===== src/rtl/core/assert_macros.svh =====
// ---------------------------------------------------------------------------
// Assertion macros
// Shared concurrent assertion shorthands, clocked on clk, reset rst_n.
// ---------------------------------------------------------------------------
`ifndef ASSERT_MACROS_SVH
`define ASSERT_MACROS_SVH

// Checked only outside reset.
`define CHK_ASSERT(lbl, prop, msg) \
  lbl: assert property (@(posedge clk) disable iff (!rst_n) prop) else $error(msg);

// Checked on every edge, reset included.
`define CHK_ASSERT_ALWAYS(lbl, prop, msg) \
  lbl: assert property (@(posedge clk) prop) else $error(msg);

`endif


===== src/rtl/core/mrqa_pkg.sv =====
// ---------------------------------------------------------------------------
// mrqa_pkg
// Types and constants shared by the quota admission block.
// ---------------------------------------------------------------------------
package mrqa_pkg;

  localparam int FIELD_W     = 64;  // width of amount, limit and usage fields
  localparam int SCOPE_W     = 4;
  localparam int OP_W        = 2;
  localparam int NRES        = 4;   // cost, latency, tokens, tool calls
  localparam int DEF_SCOPES  = 16;
  localparam int DEF_CNT_W   = 64;

  typedef enum logic [OP_W-1:0] {
    OP_RESERVE   = 2'd0,
    OP_RELEASE   = 2'd1,
    OP_SET_QUOTA = 2'd2
  } op_t;

  typedef enum logic [2:0] {
    CAUSE_NONE    = 3'd0,
    CAUSE_COST    = 3'd1,
    CAUSE_LATENCY = 3'd2,
    CAUSE_TOKENS  = 3'd3,
    CAUSE_TOOLS   = 3'd4
  } cause_t;

  typedef struct packed {
    logic [OP_W-1:0]    operation;
    logic [SCOPE_W-1:0] scope_index;
    logic [FIELD_W-1:0] cost_amount;
    logic [FIELD_W-1:0] latency_amount;
    logic [FIELD_W-1:0] token_amount;
    logic [FIELD_W-1:0] tool_call_amount;
    logic [FIELD_W-1:0] cost_limit;
    logic [FIELD_W-1:0] latency_limit;
    logic [FIELD_W-1:0] token_limit;
    logic [FIELD_W-1:0] tool_call_limit;
  } req_t;

  typedef struct packed {
    logic               granted;
    cause_t             refusal_cause;
    logic [FIELD_W-1:0] cost_after;
    logic [FIELD_W-1:0] latency_after;
    logic [FIELD_W-1:0] tokens_after;
    logic [FIELD_W-1:0] tool_calls_after;
  } rsp_t;

  // Table write strobes from the evaluator to the store.
  typedef struct packed {
    logic used_we;
    logic max_we;
  } wr_ctl_t;

endpackage


===== src/rtl/core/mrqa_eval.sv =====
// ---------------------------------------------------------------------------
// mrqa_eval
// Limit checks, counter updates and response word for one request.
// ---------------------------------------------------------------------------
module mrqa_eval import mrqa_pkg::*; #(
  parameter int SCOPES        = DEF_SCOPES,
  parameter int COUNTER_WIDTH = DEF_CNT_W
) (
  input  logic                                fire,
  input  req_t                                req,
  input  logic [NRES-1:0][COUNTER_WIDTH-1:0]  used,
  input  logic [NRES-1:0][COUNTER_WIDTH-1:0]  lim,
  output wr_ctl_t                             wr,
  output logic [NRES-1:0][COUNTER_WIDTH-1:0]  new_used,
  output logic [NRES-1:0][COUNTER_WIDTH-1:0]  new_max,
  output rsp_t                                rsp
);

  localparam int CMP_W = SCOPE_W + ((SCOPES > 1) ? $clog2(SCOPES) : 1) + 1;

  logic                               in_range;
  logic [NRES-1:0][COUNTER_WIDTH-1:0] amt;
  logic [NRES-1:0][COUNTER_WIDTH-1:0] sum;
  logic [NRES-1:0][COUNTER_WIDTH-1:0] dif;
  logic [NRES-1:0][COUNTER_WIDTH-1:0] after;
  logic [NRES-1:0]                    over;
  cause_t                             cause;

  assign in_range = CMP_W'(req.scope_index) < CMP_W'(SCOPES);

  assign amt[0] = req.cost_amount[COUNTER_WIDTH-1:0];
  assign amt[1] = req.latency_amount[COUNTER_WIDTH-1:0];
  assign amt[2] = req.token_amount[COUNTER_WIDTH-1:0];
  assign amt[3] = req.tool_call_amount[COUNTER_WIDTH-1:0];

  assign new_max[0] = req.cost_limit[COUNTER_WIDTH-1:0];
  assign new_max[1] = req.latency_limit[COUNTER_WIDTH-1:0];
  assign new_max[2] = req.token_limit[COUNTER_WIDTH-1:0];
  assign new_max[3] = req.tool_call_limit[COUNTER_WIDTH-1:0];

  // Per-resource check; lim - amt only matters once amt <= lim.
  always_comb begin
    for (int r = 0; r < NRES; r++) begin
      sum[r]  = used[r] + amt[r];
      dif[r]  = (amt[r] > used[r]) ? '0 : used[r] - amt[r];
      over[r] = (lim[r] != '0) &&
                ((amt[r] > lim[r]) || (used[r] > lim[r] - amt[r]));
    end
  end

  // First failing resource in cost, latency, tokens, tool-call order.
  always_comb begin
    if (over[0])      cause = CAUSE_COST;
    else if (over[1]) cause = CAUSE_LATENCY;
    else if (over[2]) cause = CAUSE_TOKENS;
    else if (over[3]) cause = CAUSE_TOOLS;
    else              cause = CAUSE_NONE;
  end

  always_comb begin
    after       = used;
    new_used    = used;
    wr          = '0;
    rsp.granted = 1'b0;
    rsp.refusal_cause = CAUSE_NONE;
    case (req.operation)
      OP_RESERVE: begin
        after             = sum;
        new_used          = sum;
        rsp.refusal_cause = cause;
        rsp.granted       = (cause == CAUSE_NONE);
        wr.used_we        = (cause == CAUSE_NONE);
      end
      OP_RELEASE: begin
        after       = dif;
        new_used    = dif;
        rsp.granted = 1'b1;
        wr.used_we  = 1'b1;
      end
      OP_SET_QUOTA: begin
        rsp.granted = 1'b1;
        wr.max_we   = 1'b1;
      end
      default: begin
        // unused opcode: report usage, change nothing
      end
    endcase

    if (!in_range) begin
      after             = '0;
      wr                = '0;
      rsp.granted       = 1'b0;
      rsp.refusal_cause = CAUSE_NONE;
    end
    if (!fire) begin
      wr = '0;
    end

    rsp.cost_after       = FIELD_W'(after[0]);
    rsp.latency_after    = FIELD_W'(after[1]);
    rsp.tokens_after     = FIELD_W'(after[2]);
    rsp.tool_calls_after = FIELD_W'(after[3]);
  end

endmodule

===== config.mk =====
export PLATFORM = sky130hd
export DESIGN_NAME = mrqa_eval
export DESIGN_NICKNAME = d
export VERILOG_FILES = /design/src/rtl/core/assert_macros.svh /design/src/rtl/core/mrqa_pkg.sv /design/src/rtl/core/mrqa_eval.sv
export SDC_FILE = /design/constraint.sdc
export NUM_CORES = 2
export LEC_CHECK = 0
export ABC_AREA = 1
export BUFFER_PORTS_ARGS = -buffer_cell sky130_fd_sc_hd__buf_4
export CAP_MARGIN = 30
export CORE_AREA = 3 3 702 704
export DETAILED_ROUTE_END_ITERATION = 10
export DIE_AREA = 0 0 705 707
export GPL_ROUTABILITY_DRIVEN = 1
export PLACE_DENSITY = 0.35
export SLEW_MARGIN = 20
export SYNTH_ARGS = -nofsm -noshare
export SYNTH_HDL_FRONTEND = slang
export SYNTH_SLANG_ARGS = --single-unit

===== constraint.sdc =====
create_clock -name vclk -period 6.6
set_clock_uncertainty 0.1 [all_clocks]
set_input_delay 1.32 -clock vclk [all_inputs]
set_output_delay 1.32 -clock vclk [all_outputs]
set_load 0.02 [all_outputs]

# [Word-level counts from Yosys, hierarchy flattened]
# Cells that the tools add are included.
[word_totals] inputBits=1031 elab_cells=55 out_inout_bits=774 register_bits=0
[op_classes] magnitude_cmp=12 eq_ne=2 n_addsub=12 n_mux=14 reduce_logical=15
[op_table] operator="greater-than comparator 64 bit" n=12
[op_table] operator="case mux 256 bit (2 select lines)" n=1
[op_table] operator="subtractor 64 bit" n=8
[op_table] operator="adder 64 bit" n=4
[op_table] operator="two-way mux 64 bit" n=4
[op_table] operator="nonzero test 64 bit" n=4
[op_table] operator="two-way mux 3 bit" n=5
[op_table] operator="logical AND 1 bit" n=4
[op_table] operator="logical OR 1 bit" n=4
[op_table] operator="case mux 1 bit (2 select lines)" n=2
[op_table] operator="logical NOT 3 bit" n=1
[op_table] operator="equality test 2 x 1 -> 1 bit (second input constant)" n=1
[op_table] operator="equality test 2 bit (second input constant)" n=1
[op_table] operator="logical NOT 2 bit" n=1
[op_table] operator="two-way mux 2 bit" n=1
[op_table] operator="OR reduction 2 bit" n=1
[op_table] operator="two-way mux 1 bit" n=1

# [Longest topological paths before layout]
[logic_depth] word_depth=11 ltp_mapped=37 ltp_nobuf=37

# [Least setup slack after synthesis]
# Ideal clock, no wire load.
[synth_path] kind="input port to output port" from="input lim[0] (netlist bit)" to="output rsp[259] (netlist bit)" setup_slack_ps=243 path_buffers=0 stages=31 arrival_time_ps=4937 path_cell_list="inv_1 ha_1 inv_1 fa_1 nand3_1 nand2_1 a21oi_1 o21ai_1 a21oi_1 o21bai_1 a21boi_1 o21ai_0 nand2_1 nand2_1 nand2_1 nand2_1 ha_1 nand2_1 inv_1 nand3_1 nor2_1 nand3b_1 nor2_1 nand2_1 nand2_1 nand2_1 a21oi_1 nor2_1 nand2_1 nand3_1 a21oi_1"
[synth_rtl] item="from (decl)" line="mrqa_eval.sv:12" text="input logic [NRES-1:0][COUNTER_WIDTH-1:0] lim,"
[synth_rtl] item="to (decl)" line="mrqa_eval.sv:16" text="output rsp_t rsp"

==> run metrics <==
status complete, but fails checks; violated checks negative setup slack; period utilization 1.120; worst slack, placed -2217 ps; CP Capture Type primary output; drt pass-1 iters 6; Tmin final roughly 7400 ps; achievable frequency between 0.1 and 0.15 GHz; count leader, synth nand2_1; Final setup viols 5; critical path's largest stage delay about 320 ps; Tot GR Track Use 0.2267; Max Cap Violations 0; Synth-to-Final Area Change 51.51%; RSZ-0062 raised after global routing true; Worst path top cell family by delay simple AND/OR/NAND/NOR gates; Max Slew Vio Count 0; Setup CP Type in -> out; Die ar. 498400 µm²; P per Cell Area 123.7 nW/µm²; Seq cells 0; DRT antenna net count 0; startpoint types input port; grt total ovfl 0; Port Buffers around 1300; FF/Latch Area 0 µm²; largest net degree at the start of global routing a little under 80; Crit path top cell by count buf_4; initial antenna violation count ~110; Peak VDD IR 57.80 µV; IO Count about 1800; syn nets 14400; Site Rows ~260; Cell Area, Synth roughly 67000 µm²; Yosys top cell area share 0.1908; first-pass GRT wire length between 700000 and 800000 µm; worst slew pin tran a little over 900 ps; layout cells sized above 1 0.2719; hold-fix buffers at CTS 0; worst endpoint required time just over 5000 ps; Cells after DPL around 22000; CLK BUF 0; Via density ~4.5; CP max stage cell a21oi_4; RD Place Congestion just over 1; Synth cell types between 50 and 60; Synth top cells by count nand2_1 (2373), inv_1 (1924), nor2_1 (1598), a21oi_1 (1410), ha_1 (1024); CP bufs+invs 9; Cells after Synth around 12000; die height between 700 and 800 µm; vias in the first global route 94160; DRT iter0 DRCs ~9000; Final HPWL DP 548400 µm; DRT Wirelength roughly 600000 µm; crit path DAT between 5000 and 6000 ps; setup ws final -793.8 ps; WL per Instance around 28 µm; syn_area_per_cell around 5.4 µm²; initial core utilization 0.1380; Post-DP Area about 100000 µm²; post-route design area 101800 µm²; crit-path max FO 4; top post-synthesis cells by area ha_1 (19%), nand2_1 (13%), inv_1 (11%); Core Region approximately 500000 µm²; Post-route DRC 0; Die X between 700 and 800 µm; P_leak 0.04940 µW; non-filler instance count after layout 21720; worst hold path type in -> out; relative slew slack 0.3862; Yosys Warn Count 0; via count just under 100k; final hold violations 0; nets 17290; Final Total Pwr approximately 13000 µW; leading area contributor after synthesis ha_1; sequential fraction of the synthesis area 0
## metal layers
layer | track usage | up-vias | share of wire
met1 | 0.3037 | 46630 | 0.45
met5 | 0 | - | 0.00022
met4 | 0.07848 | 22 | 0.043
li1 | - | 46260 | -
met3 | 0.03540 | 633 | 0.066
met2 | 0.3669 | 3709 | 0.44
## final cells by class
class / instances / area, µm²
Inverter: 1930 / 7327
Tap cell: 6450 / 8070
Multi-Input combinational cell: 9684 / 57760
Timing Repair Buffer: 3610 / 28480
Fill cell: 57180 / 384800
Antenna cell: 49 / 122.6
## worst paths after layout
check | from | end | cells after the start
max | req[366] | wr[1] | 29
min | req[1] | new_max[193] | 0
## placed cells by master (no fill, tap or decap), types with 117 or more instances in the layout
cell     count
nand2_1   2285
nand3_1    691
a31oi_1    117
a21o_1     119
xor2_1     250
a21oi_1   1318
nor2_1    1564
xnor2_1    145
inv_1     1873
ha_1       967
o21ai_0    828
buf_4     3480
nor3_1     168
## kinds of logic (layout without fill, tap and decap cells)
logic type | after synthesis | in the layout | share of synthesized area
xor+xnor | 410 | 410 | 0.05347
buf+inv | 2653 | 5540 | 0.1796
compound gates | 3075 | 3075 | 0.2551
other cells | 0 | 49 | 0
simple gates | 5163 | 5163 | 0.3175
fa+ha+maj | 1036 | 1036 | 0.1943
## report_power, final
group / leakage [µW] / switching [µW] / internal, µW
Sequential: 0 / 0 / 0
Combinational: 0.0494 / 7870 / 4720
Clock: 0.000000307 / 0 / 0.000868
Total: 0.0494 / 7870 / 4720
## timing repair
action,CTS,global route
pin swaps,87,170
gates resized for setup,322,366
setup buffers,24,34
endpoints found under the setup margin,5,13
## metrics by stage
stage               hold WS (ps)    util  setup TNS [ps]
global placement            2540  0.2025           -8188
finish                      2540  0.2091           -2923
CTS                         2540  0.2052           -3252
global route                2540  0.2091           -3790
detailed placement          2540  0.2025           -7904
floorplan                   2653       -               0
Power figures use the tool's default switching activity.
